==> src/sv/bpa_pkg.sv <==
`default_nettype none

package bpa_pkg;

  localparam int MAX_PAGES = 4096;
  localparam int PG_W      = $clog2(MAX_PAGES);
  localparam int LIM_W     = PG_W + 1;

  // Request and result field widths.
  localparam int FIRST_W   = 12;
  localparam int LEN_W     = 13;
  localparam int PCNT_W    = 13;
  localparam int STAT_W    = 2;

  // Bitmap storage: one RAM row holds the used bits of ROW_BITS pages.
  localparam int ROW_BITS  = 32;
  localparam int BIT_W     = $clog2(ROW_BITS);
  localparam int ROWS      = MAX_PAGES / ROW_BITS;
  localparam int ROW_AW    = $clog2(ROWS);

  // APB register file.
  localparam int CFG_AW    = 2;
  localparam int CFG_DW    = 32;
  localparam logic [CFG_AW-1:0] REG_PAGE_COUNT = CFG_AW'(0);
  localparam logic [PCNT_W-1:0] PAGE_COUNT_RST = PCNT_W'(MAX_PAGES);

  typedef enum logic {
    OP_ALLOC = 1'b0,
    OP_FREE  = 1'b1
  } op_t;

  typedef enum logic [STAT_W-1:0] {
    ST_DONE   = 2'd0,
    ST_NO_RUN = 2'd1,
    ST_RANGE  = 2'd2
  } status_t;

  typedef enum logic [2:0] {
    S_IDLE,
    S_CHECK,
    S_SREAD,
    S_SCAN,
    S_MREAD,
    S_MWRITE,
    S_RESP
  } state_t;

  typedef struct packed {
    logic load;
    logic fail_alloc;
    logic begin_scan;
    logic begin_free;
    logic free_out;
    logic rd;
    logic scan_step;
    logic wr;
    logic emit;
  } cmd_t;

  typedef struct packed {
    logic op_free;
    logic alloc_bad;
    logic len_zero;
    logic first_out;
    logic hit;
    logic last;
    logic row_end;
    logic last_row;
    logic out_free;
  } stat_t;

endpackage

`default_nettype wire

==> src/sv/bpa_if.sv <==
`default_nettype none

interface bpa_in_if;
  logic                         valid;
  logic                         ready;
  logic                         op;
  logic [bpa_pkg::FIRST_W-1:0]  first_page;
  logic [bpa_pkg::LEN_W-1:0]    run_length;

  modport source (output valid, op, first_page, run_length, input ready);
  modport sink   (input valid, op, first_page, run_length, output ready);
endinterface

interface bpa_out_if;
  logic                         valid;
  logic                         ready;
  logic [bpa_pkg::STAT_W-1:0]   status;
  logic [bpa_pkg::FIRST_W-1:0]  base_page;

  modport source (output valid, status, base_page, input ready);
  modport sink   (input valid, status, base_page, output ready);
endinterface

`default_nettype wire

==> src/sv/bpa_ram.sv <==
`default_nettype none

module bpa_ram #(
  parameter int WIDTH = 32,
  parameter int DEPTH = 128
) (
  input  wire logic                       clk,
  input  wire logic                       we,
  input  wire logic [$clog2(DEPTH)-1:0]   waddr,
  input  wire logic [WIDTH-1:0]           wdata,
  input  wire logic                       re,
  input  wire logic [$clog2(DEPTH)-1:0]   raddr,
  output logic      [WIDTH-1:0]           rdata
);

  logic [WIDTH-1:0] mem_r [DEPTH];
  logic [WIDTH-1:0] rdata_r;

  always_ff @(posedge clk) begin
    if (we) begin
      mem_r[waddr] <= wdata;
    end
    if (re) begin
      rdata_r <= mem_r[raddr];
    end
  end

  assign rdata = rdata_r;

endmodule

`default_nettype wire

==> src/sv/bpa_ctrl.sv <==
`default_nettype none

module bpa_ctrl (
  input  wire logic           clk,
  input  wire logic           rst_n,
  input  wire logic           in_valid,
  output logic                in_ready,
  input  wire bpa_pkg::stat_t st,
  output bpa_pkg::cmd_t       cmd
);

  bpa_pkg::state_t state_r;
  bpa_pkg::state_t state_nxt;

  always_ff @(posedge clk) begin
    if (!rst_n) begin
      state_r <= bpa_pkg::S_IDLE;
    end else begin
      state_r <= state_nxt;
    end
  end

  always_comb begin
    state_nxt = state_r;
    case (state_r)
      bpa_pkg::S_IDLE: begin
        if (in_valid) begin
          state_nxt = bpa_pkg::S_CHECK;
        end
      end
      bpa_pkg::S_CHECK: begin
        if (st.op_free) begin
          if (st.len_zero || st.first_out) begin
            state_nxt = bpa_pkg::S_RESP;
          end else begin
            state_nxt = bpa_pkg::S_MREAD;
          end
        end else if (st.alloc_bad) begin
          state_nxt = bpa_pkg::S_RESP;
        end else begin
          state_nxt = bpa_pkg::S_SREAD;
        end
      end
      bpa_pkg::S_SREAD: state_nxt = bpa_pkg::S_SCAN;
      bpa_pkg::S_SCAN: begin
        if (st.hit) begin
          state_nxt = bpa_pkg::S_MREAD;
        end else if (st.last) begin
          state_nxt = bpa_pkg::S_RESP;
        end else if (st.row_end) begin
          state_nxt = bpa_pkg::S_SREAD;
        end
      end
      bpa_pkg::S_MREAD: state_nxt = bpa_pkg::S_MWRITE;
      bpa_pkg::S_MWRITE: begin
        if (st.last_row) begin
          state_nxt = bpa_pkg::S_RESP;
        end else begin
          state_nxt = bpa_pkg::S_MREAD;
        end
      end
      bpa_pkg::S_RESP: begin
        if (st.out_free) begin
          state_nxt = bpa_pkg::S_IDLE;
        end
      end
      default: state_nxt = bpa_pkg::S_IDLE;
    endcase
  end

  always_comb begin
    cmd      = '0;
    in_ready = 1'b0;
    case (state_r)
      bpa_pkg::S_IDLE: begin
        in_ready = 1'b1;
        cmd.load = in_valid;
      end
      bpa_pkg::S_CHECK: begin
        if (st.op_free) begin
          if (!st.len_zero) begin
            cmd.free_out   = st.first_out;
            cmd.begin_free = !st.first_out;
          end
        end else begin
          cmd.fail_alloc = st.alloc_bad;
          cmd.begin_scan = !st.alloc_bad;
        end
      end
      bpa_pkg::S_SREAD:  cmd.rd        = 1'b1;
      bpa_pkg::S_SCAN:   cmd.scan_step = 1'b1;
      bpa_pkg::S_MREAD:  cmd.rd        = 1'b1;
      bpa_pkg::S_MWRITE: cmd.wr        = 1'b1;
      bpa_pkg::S_RESP:   cmd.emit      = st.out_free;
      default: begin
        cmd      = '0;
        in_ready = 1'b0;
      end
    endcase
  end

endmodule

`default_nettype wire

==> src/sv/bpa_dp.sv <==
`default_nettype none

module bpa_dp (
  input  wire logic                          clk,
  input  wire logic                          rst_n,
  input  wire bpa_pkg::cmd_t                 cmd,
  output bpa_pkg::stat_t                     st,
  input  wire logic                          in_op,
  input  wire logic [bpa_pkg::FIRST_W-1:0]   in_first_page,
  input  wire logic [bpa_pkg::LEN_W-1:0]     in_run_length,
  input  wire logic [bpa_pkg::PCNT_W-1:0]    page_count,
  input  wire logic                          out_ready,
  output logic                               out_valid,
  output logic      [bpa_pkg::STAT_W-1:0]    out_status,
  output logic      [bpa_pkg::FIRST_W-1:0]   out_base_page
);

  localparam int PG_W     = bpa_pkg::PG_W;
  localparam int LIM_W    = bpa_pkg::LIM_W;
  localparam int BIT_W    = bpa_pkg::BIT_W;
  localparam int ROW_BITS = bpa_pkg::ROW_BITS;
  localparam int ROW_AW   = bpa_pkg::ROW_AW;
  localparam int ROWS     = bpa_pkg::ROWS;
  localparam int LEN_W    = bpa_pkg::LEN_W;
  localparam int FIRST_W  = bpa_pkg::FIRST_W;

  // Request and working registers.
  bpa_pkg::op_t             op_r;
  logic [FIRST_W-1:0]       first_r;
  logic [LEN_W-1:0]         len_r;
  logic [PG_W-1:0]          pg_r;
  logic [LEN_W-1:0]         found_r;
  logic [ROW_AW-1:0]        row_r;
  logic [PG_W-1:0]          lo_r;
  logic [PG_W-1:0]          hi_r;
  logic                     set_r;
  logic                     rv_r;
  logic [ROWS-1:0]          row_valid_r;
  bpa_pkg::status_t         res_status_r;
  logic [FIRST_W-1:0]       res_start_r;
  logic                     out_valid_r;
  bpa_pkg::status_t         out_status_r;
  logic [FIRST_W-1:0]       out_start_r;

  logic [LIM_W-1:0]         limit;
  logic [ROW_BITS-1:0]      rd_data;
  logic [ROW_BITS-1:0]      word;
  logic                     cur_bit;
  logic [LEN_W-1:0]         found_inc;
  logic                     hit;
  logic                     last;
  logic                     row_end;
  logic [PG_W-1:0]          run_lo;
  logic [LIM_W:0]           free_sum;
  logic                     over;
  logic [PG_W-1:0]          free_end;
  logic                     last_row;
  logic [BIT_W-1:0]         lo_b;
  logic [BIT_W-1:0]         hi_b;
  logic [ROW_BITS-1:0]      mask;
  logic [ROW_BITS-1:0]      wr_data;
  logic                     out_free;

  assign limit = (page_count > bpa_pkg::PCNT_W'(bpa_pkg::MAX_PAGES)) ?
                 LIM_W'(bpa_pkg::MAX_PAGES) : LIM_W'(page_count);

  // A row never written reads as all pages used, through its cleared valid flag.
  assign word      = rv_r ? rd_data : {ROW_BITS{1'b1}};
  assign cur_bit   = word[pg_r[BIT_W-1:0]];
  assign found_inc = found_r + 1'b1;
  assign hit       = !cur_bit && (found_inc == len_r);
  assign last      = ({1'b0, pg_r} == (limit - 1'b1));
  assign row_end   = &pg_r[BIT_W-1:0];
  assign run_lo    = pg_r - PG_W'(len_r) + 1'b1;

  assign free_sum  = (LIM_W+1)'(first_r) + (LIM_W+1)'(len_r);
  assign over      = free_sum > (LIM_W+1)'(limit);
  assign free_end  = over ? PG_W'(limit - 1'b1) : PG_W'(free_sum - 1'b1);

  // Bit range of the current row that falls inside [lo_r, hi_r].
  assign last_row  = (row_r == hi_r[PG_W-1:BIT_W]);
  assign lo_b      = (row_r == lo_r[PG_W-1:BIT_W]) ? lo_r[BIT_W-1:0] : '0;
  assign hi_b      = last_row ? hi_r[BIT_W-1:0] : {BIT_W{1'b1}};
  assign mask      = ({ROW_BITS{1'b1}} << lo_b) &
                     ({ROW_BITS{1'b1}} >> (BIT_W'(ROW_BITS - 1) - hi_b));
  assign wr_data   = set_r ? (word | mask) : (word & ~mask);

  assign out_free  = !out_valid_r || out_ready;

  always_comb begin
    st.op_free   = (op_r == bpa_pkg::OP_FREE);
    st.alloc_bad = (len_r == '0) || (len_r > LEN_W'(limit));
    st.len_zero  = (len_r == '0);
    st.first_out = (LIM_W'(first_r) >= limit);
    st.hit       = hit;
    st.last      = last;
    st.row_end   = row_end;
    st.last_row  = last_row;
    st.out_free  = out_free;
  end

  bpa_ram #(
    .WIDTH (ROW_BITS),
    .DEPTH (ROWS)
  ) u_bitmap (
    .clk   (clk),
    .we    (cmd.wr),
    .waddr (row_r),
    .wdata (wr_data),
    .re    (cmd.rd),
    .raddr (row_r),
    .rdata (rd_data)
  );

  // Control state.
  always_ff @(posedge clk) begin
    if (!rst_n) begin
      row_valid_r <= '0;
      out_valid_r <= 1'b0;
    end else begin
      if (cmd.wr) begin
        row_valid_r[row_r] <= 1'b1;
      end
      if (cmd.emit) begin
        out_valid_r <= 1'b1;
      end else if (out_ready) begin
        out_valid_r <= 1'b0;
      end
    end
  end

  // Payload and working registers.
  always_ff @(posedge clk) begin
    if (cmd.load) begin
      op_r         <= bpa_pkg::op_t'(in_op);
      first_r      <= in_first_page;
      len_r        <= in_run_length;
      res_status_r <= bpa_pkg::ST_DONE;
      res_start_r  <= '0;
    end
    if (cmd.fail_alloc) begin
      res_status_r <= bpa_pkg::ST_NO_RUN;
    end
    if (cmd.free_out) begin
      res_status_r <= bpa_pkg::ST_RANGE;
    end
    if (cmd.begin_scan) begin
      pg_r    <= '0;
      found_r <= '0;
      row_r   <= '0;
    end
    if (cmd.begin_free) begin
      lo_r         <= PG_W'(first_r);
      hi_r         <= free_end;
      set_r        <= 1'b0;
      row_r        <= first_r[FIRST_W-1:BIT_W];
      res_status_r <= over ? bpa_pkg::ST_RANGE : bpa_pkg::ST_DONE;
    end
    if (cmd.rd) begin
      rv_r <= row_valid_r[row_r];
    end
    if (cmd.scan_step) begin
      if (hit) begin
        // Run found: switch to marking it used.
        lo_r        <= run_lo;
        hi_r        <= pg_r;
        set_r       <= 1'b1;
        row_r       <= run_lo[PG_W-1:BIT_W];
        res_start_r <= FIRST_W'(run_lo);
      end else if (last) begin
        res_status_r <= bpa_pkg::ST_NO_RUN;
      end else begin
        found_r <= cur_bit ? '0 : found_inc;
        pg_r    <= pg_r + 1'b1;
        if (row_end) begin
          row_r <= row_r + 1'b1;
        end
      end
    end
    if (cmd.wr && !last_row) begin
      row_r <= row_r + 1'b1;
    end
    if (cmd.emit) begin
      out_status_r <= res_status_r;
      out_start_r  <= res_start_r;
    end
  end

  assign out_valid     = out_valid_r;
  assign out_status    = out_status_r;
  assign out_base_page = out_start_r;

endmodule

`default_nettype wire

==> src/sv/bitmap_page_allocator.sv <==
// Bitmap first-fit page allocator.
// Requests arrive on in_ch (valid/ready): op 0 allocates run_length pages,
// op 1 frees run_length pages from first_page. Each request yields exactly
// one result on out_ch: status (0 done, 1 no free run, 2 free ran past the
// page count) and base_page of a successful allocation, else 0.
// page_count is written over the APB port at address 0; write it only while
// no request is in flight. Pages at or above min(page_count, 4096) are not
// managed.
// One request is in work at a time. The used bits sit in a 128 x 32 RAM and
// the scan tests one page per cycle, pausing to read in each new row.
// A free reads and rewrites each row it touches; an allocation scans from
// page 0 until a run fits or the page count is reached, then reads and
// rewrites each row of the run. Rejected and empty requests go straight to
// the result.
// Reset (synchronous, rst_n low) marks every page used at once through
// per-row valid flags, so requests are taken on the first cycle after reset.
// A result waits in an output register while out_ch.ready is low; a new
// request is taken then, but its result holds until the register drains.
`default_nettype none

module bitmap_page_allocator (
  input  wire logic                          clk,
  input  wire logic                          rst_n,
  bpa_in_if.sink                             in_ch,
  bpa_out_if.source                          out_ch,
  input  wire logic                          psel,
  input  wire logic                          penable,
  input  wire logic                          pwrite,
  input  wire logic [bpa_pkg::CFG_AW-1:0]    paddr,
  input  wire logic [bpa_pkg::CFG_DW-1:0]    pwdata,
  output logic      [bpa_pkg::CFG_DW-1:0]    prdata,
  output logic                               pready
);

  logic [bpa_pkg::PCNT_W-1:0] page_count_r;
  bpa_pkg::cmd_t              cmd;
  bpa_pkg::stat_t             st;
  logic                       reg_hit;

  assign pready  = 1'b1;
  assign reg_hit = (paddr == bpa_pkg::REG_PAGE_COUNT);

  always_ff @(posedge clk) begin
    if (!rst_n) begin
      page_count_r <= bpa_pkg::PAGE_COUNT_RST;
    end else if (psel && penable && pwrite && pready && reg_hit) begin
      page_count_r <= pwdata[bpa_pkg::PCNT_W-1:0];
    end
  end

  assign prdata = reg_hit ? bpa_pkg::CFG_DW'(page_count_r) : '0;

  bpa_ctrl u_ctrl (
    .clk      (clk),
    .rst_n    (rst_n),
    .in_valid (in_ch.valid),
    .in_ready (in_ch.ready),
    .st       (st),
    .cmd      (cmd)
  );

  bpa_dp u_dp (
    .clk            (clk),
    .rst_n          (rst_n),
    .cmd            (cmd),
    .st             (st),
    .in_op          (in_ch.op),
    .in_first_page  (in_ch.first_page),
    .in_run_length  (in_ch.run_length),
    .page_count     (page_count_r),
    .out_ready      (out_ch.ready),
    .out_valid      (out_ch.valid),
    .out_status     (out_ch.status),
    .out_base_page  (out_ch.base_page)
  );

endmodule

`default_nettype wire

==> src/flat_wrapper.sv <==
// flat-port wrapper written by rule: the top's interface ports become plain ports
module bitmap_page_allocator_flat 
  (clk, rst_n, psel, penable, pwrite, paddr, pwdata, prdata, pready, in_ch_valid, in_ch_op, in_ch_first_page, in_ch_run_length, in_ch_ready, out_ch_valid, out_ch_status, out_ch_base_page, out_ch_ready);
  bpa_in_if in_ch_i ();
  bpa_out_if out_ch_i ();
  input  wire logic clk;
  input  wire logic rst_n;
  input  wire logic psel;
  input  wire logic penable;
  input  wire logic pwrite;
  input  wire logic [bpa_pkg::CFG_AW-1:0] paddr;
  input  wire logic [bpa_pkg::CFG_DW-1:0] pwdata;
  output logic      [bpa_pkg::CFG_DW-1:0] prdata;
  output logic pready;
  input wire logic [$bits(in_ch_i.valid)-1:0] in_ch_valid;
  input wire logic [$bits(in_ch_i.op)-1:0] in_ch_op;
  input wire logic [$bits(in_ch_i.first_page)-1:0] in_ch_first_page;
  input wire logic [$bits(in_ch_i.run_length)-1:0] in_ch_run_length;
  output wire logic [$bits(in_ch_i.ready)-1:0] in_ch_ready;
  output wire logic [$bits(out_ch_i.valid)-1:0] out_ch_valid;
  output wire logic [$bits(out_ch_i.status)-1:0] out_ch_status;
  output wire logic [$bits(out_ch_i.base_page)-1:0] out_ch_base_page;
  input wire logic [$bits(out_ch_i.ready)-1:0] out_ch_ready;
  assign in_ch_i.valid = in_ch_valid;
  assign in_ch_i.op = in_ch_op;
  assign in_ch_i.first_page = in_ch_first_page;
  assign in_ch_i.run_length = in_ch_run_length;
  assign in_ch_ready = in_ch_i.ready;
  assign out_ch_valid = out_ch_i.valid;
  assign out_ch_status = out_ch_i.status;
  assign out_ch_base_page = out_ch_i.base_page;
  assign out_ch_i.ready = out_ch_ready;
  bitmap_page_allocator u_core (.clk(clk), .rst_n(rst_n), .in_ch(in_ch_i), .out_ch(out_ch_i), .psel(psel), .penable(penable), .pwrite(pwrite), .paddr(paddr), .pwdata(pwdata), .prdata(prdata), .pready(pready));
endmodule
==> config.mk <==
export PLATFORM = sky130hd
export DESIGN_NAME = bitmap_page_allocator_flat
export DESIGN_NICKNAME = d
export VERILOG_FILES = /design/src/sv/bpa_pkg.sv /design/src/sv/bpa_if.sv /design/src/sv/bpa_ram.sv /design/src/sv/bpa_ctrl.sv /design/src/sv/bpa_dp.sv /design/src/sv/bitmap_page_allocator.sv /design/src/flat_wrapper.sv
export SDC_FILE = /design/constraint.sdc
export NUM_CORES = 2
export LEC_CHECK = 0
export ABC_CLOCK_PERIOD_IN_PS = 9700
export BUFFER_PORTS_ARGS = -buffer_cell sky130_fd_sc_hd__buf_2
export CAP_MARGIN = 40
export CORE_AREA = 2 2 507 559
export CTS_BUF_LIST = sky130_fd_sc_hd__clkbuf_16
export DETAILED_ROUTE_END_ITERATION = 12
export DIE_AREA = 0 0 509 561
export GPL_TIMING_DRIVEN = 0
export PLACE_DENSITY_LB_ADDON = 0.15
export SYNTH_ARGS = -nofsm -noshare
export SYNTH_HDL_FRONTEND = slang
export SYNTH_HIERARCHICAL = 1
export SYNTH_SLANG_ARGS = --single-unit
==> constraint.sdc <==
create_clock -name clk -period 9.7 [get_ports clk]
set_clock_uncertainty 0.2 [all_clocks]
set_input_delay 1.455 -clock clk [delete_from_list [all_inputs] [get_ports clk]]
set_output_delay 1.455 -clock clk [all_outputs]
set_load 0.05 [all_outputs]
==> impl_metrics.py <==
metrics = {
    "outcome": {
        "status": "finished, final reports clean",
    },
    "routing": {
        "firstDrtPassIters": 6,
        "wirelength_um": 480000,
        "drc": 0,
        "ant_nets": 0,
        "wl_per_cell_um": 37.3,
        "vias": 89600,
        "routed_via_density": 6.97,
        "first_iter_violations": 13300,
    },
    "placed_design": {
        "placed_cell_area_sq_um": 187000,
        "io_buffers": 76,
        "dp.cells": 12100,
        "dp_hpwl_um": 324000,
        "place_ws_ns": 3.99,
        "gp_congestion": 0.941,
    },
    "power_and_ir_drop": {
        "swShare_pct": 28.8,
        "sequentialPowerShare_pct": 42.8,
        "power.total_mw": 49.5,
        "p_comb_share_pct": 23.7,
        "p_leak_nw": 65.7,
        "p_sw_mw": 14.3,
        "ir_drop_uv": 170,
        "power_density_nw_per_um2": 246,
        "intPower_mw": 35.3,
        "p_clk_share_pct": 33.5,
    },
    "global_routing": {
        "grt_usage_pct": 33.9,
        "antenna_found_initial": 37,
        "grt_overflow": 0,
        "grt_pass1_vias": 89800,
        "grt_pass1_wl_um": 674000,
        "grt_max_degree": 49,
    },
    "critical_path": {
        "path_max_fanout": 33,
        "crit_type": "register to register",
        "end_kind": "register",
        "cp_data_arrival_time_ns": 6.45,
        "startpoint_type": "register",
        "required_ns": 10.25,
    },
    "clocking": {
        "cts_tree": "yes",
        "clk_pin_slew_ns": 0.06,
        "clock_sinks": 4385,
        "cts_buffers": 419,
        "clock_path_buffers": 4,
        "post-cts-setup-buffers": 0,
        "worstSkewPairLatency_ns": 0.94,
        "cts-htree-levels": 5,
        "holdBufCountCts": 0,
        "root_buffer": "clkbuf_16",
        "cts_resized": 0,
    },
    "yosys": {
        "yosys.area.top_type": "edfxtp_1",
        "ys_types": 98,
        "synth_ff_type": "edfxtp_1",
        "ys_top_cells_by_area": "edfxtp_1 (73%), mux4_2 (18%), dfxtp_1 (2.5%), clkbuf_1 (0.59%), ha_1 (0.56%)",
        "synthArstFlopShare_pct": 0,
        "synth-seq-area-share_pct": 75.0,
        "synth_edf_count": 4169,
        "ys.warnings.count": 6,
        "synthDominantCellAreaShare_pct": 72.5,
        "syn_inst": 7835,
        "synth_area_sq_um": 173000,
        "synth_seq_cells": 4385,
        "syn_avg_cell_area_sq_um": 22.0,
    },
    "run": {
        "cap_viol_max_count": 0,
    },
    "floorplanning": {
        "die_h_um": 561,
        "io_pins": 116,
        "core_sq_um": 280000,
        "initial_core_util_pct": 61.6,
        "die_w_um": 509,
        "rows": 204,
        "die_area_sq_um": 286000,
    },
    "timing": {
        "drv_slew": 0,
        "fin_crit_ns": 5.89,
        "setup_viol": 0,
        "rsz0062_at_grt": "false",
        "setup_tns_ns": 0,
        "finalCritPeriodShare_pct": 60.8,
        "fmax_mhz": 170,
        "tightestPinTransition_ns": 1.02,
        "relSlewSlack_pct": 31.3,
        "hold_violations": 0,
        "setup_ws_ns": 3.81,
    },
    "cells_and_area": {
        "drive_gt1_share_pct": 31.2,
        "multiInputGateArea_sq_um": 42300,
        "final_cells": 12900,
        "n_fill_cell": 15600,
        "final_area_sq_um": 201000,
        "nets": 8937,
        "area_delta_synth_final_pct": 16.7,
        "ff_latch_area_sq_um": 130000,
    },
    "min_path": {
        "hold_path_class": "register to register",
    },
}
kinds of logic (layout without fill, tap and decap cells):
| group | after synthesis | after routing | synth area share, % |
|---|---|---|---|
| AOI/OAI and AO/OA | 515 | 515 | 2.02 |
| xor gates and xnor gates | 73 | 73 | 0.387 |
| adders and majority gates | 79 | 79 | 0.581 |
| buffers and inverters | 516 | 1801 | 1.31 |
| DFF | 4385 | 4385 | 75.0 |
| muxes | 1445 | 1445 | 18.2 |
| other | 2 | 35 | 0.00435 |
| and+or+nand+nor | 820 | 820 | 2.46 |
power groups by stage:
stage,clock [mW],combinational (mW),sequential [mW]
floorplan,0,6.31,21.6
global placement,0,10.5,21.8
detailed placement,0,11.3,21.6
CTS,16.7,11.5,21.2
global route,17.4,11.9,21.2
finish,16.6,11.7,21.2
cell usage after synthesis, types with 6 or more instances:
master     instances
o21a_1            48
xor2_1            22
a22oi_1           63
or2_2              6
mux4_2          1346
edfxtp_1        4169
nor3_1            52
and3_1            15
o21ai_0           61
dfxtp_1          216
nor3b_1           21
a22o_1            13
or3_1             15
buf_1             56
a31oi_1           18
a21o_1            10
o211ai_1          18
ha_1              77
nor4_1            19
a211o_1            9
nand2_1          129
mux2i_1           57
nand4_1           36
a21oi_1          159
a2111oi_0          6
a221oi_1          12
clkbuf_1         271
o221ai_1          10
nand3_1           54
buf_4             31
or4_1             13
buf_6             10
inv_1             59
mux2_2            38
nand2b_1          20
buf_2             87
xnor2_1           49
and2_1            36
nor2_1           234
o31ai_1            9
and4_1             6
a211oi_1          12
nor2b_1          135
worst max-delay path, stage by stage, from the launching register on:
cell and delay [ns]:
dfxtp_1 0.90, clkbuf_1 0.60, xor2_1 0.21, nor4_1 0.08, nand4_1 0.23, clkbuf_1 0.64, nor2_1 0.28, nand2_1 0.32
o21ai_0 0.13, a221oi_1 0.62, mux2i_4 0.88, buf_16 0.25, buf_16 0.17, buf_16 0.18
state kept, by name, indices dropped and copies added, names as in the netlist, 2 cells and up:
register,flops
u_core/u_dp/row_valid_r,128
u_core/u_dp/row_r,7
u_core/u_ctrl/state_r,3
u_core/u_dp/first_r,12
u_core/u_dp/u_bitmap/rdata,32
u_core/u_dp/len_r,13
u_core/u_dp/u_bitmap/mem_r,4096
u_core/u_dp/pg_r,12
u_core/u_dp/out_status,2
u_core/u_dp/out_base_page,12
u_core/u_dp/found_r,13
u_core/u_dp/hi_r,12
u_core/u_dp/res_status_r,2
u_core/page_count_r,13
u_core/u_dp/res_start_r,12
u_core/u_dp/lo_r,12
metal layers:
layer	part of all wire, %	vias to the layer above	track usage, %
met1	35	47500	46.0
li1	-	35100	-
met3	11	1093	7.53
met2	48	5943	53.5
met4	5.2	14	15.2
met5	0.019	-	0
cell usage in the layout, fill, tap and decap left out, types with 114 or more instances in the layout:
cell and instances:
nand2_1 129, clkbuf_16 426, buf_16 146, nor2_4 119
nor2_1 115, nor2b_1 135, mux4_2 1346, a21oi_1 148
inv_1 148, clkbuf_1 250, edfxtp_1 4169, dfxtp_1 216
buf_2 169, buf_12 114
path summary, 6_finish.rpt:
path	start	end	slack, ns	cells after the start
setup reg to reg	u_core/u_dp/row_r[5]	u_core/u_dp/u_bitmap/mem_r[85][9]	3.81	13
hold reg to reg	u_core/u_dp/res_start_r[8]	u_core/u_dp/out_base_page[8]	0.24	0
hold / removal	u_core/u_dp/res_start_r[8]	u_core/u_dp/out_base_page[8]	0.24	0
setup / recovery	u_core/u_dp/row_r[5]	u_core/u_dp/u_bitmap/mem_r[85][9]	3.81	13
layout make-up:
cell class | count | share of cell area (%)
Clock buffer | 426 | 5.29
Multi-Input combinational cell | 2952 | 21.0
Timing Repair Buffer | 517 | 4.36
Clock inverter | 342 | 1.60
Buffer | 457 | 1.03
Sequential cell | 4385 | 64.3
Tap cell | 3708 | 2.30
Inverter | 59 | 0.110
Antenna cell | 15 | 0.0186
through the flow:
step                util [%]  hold slack, ns
global placement        63.5           0.222
finish                  71.9           0.241
global route            71.9           0.254
detailed placement      66.9           0.227
CTS                     71.9           0.242
floorplan                  -           0.208
(Power assumes the default switching activity.)
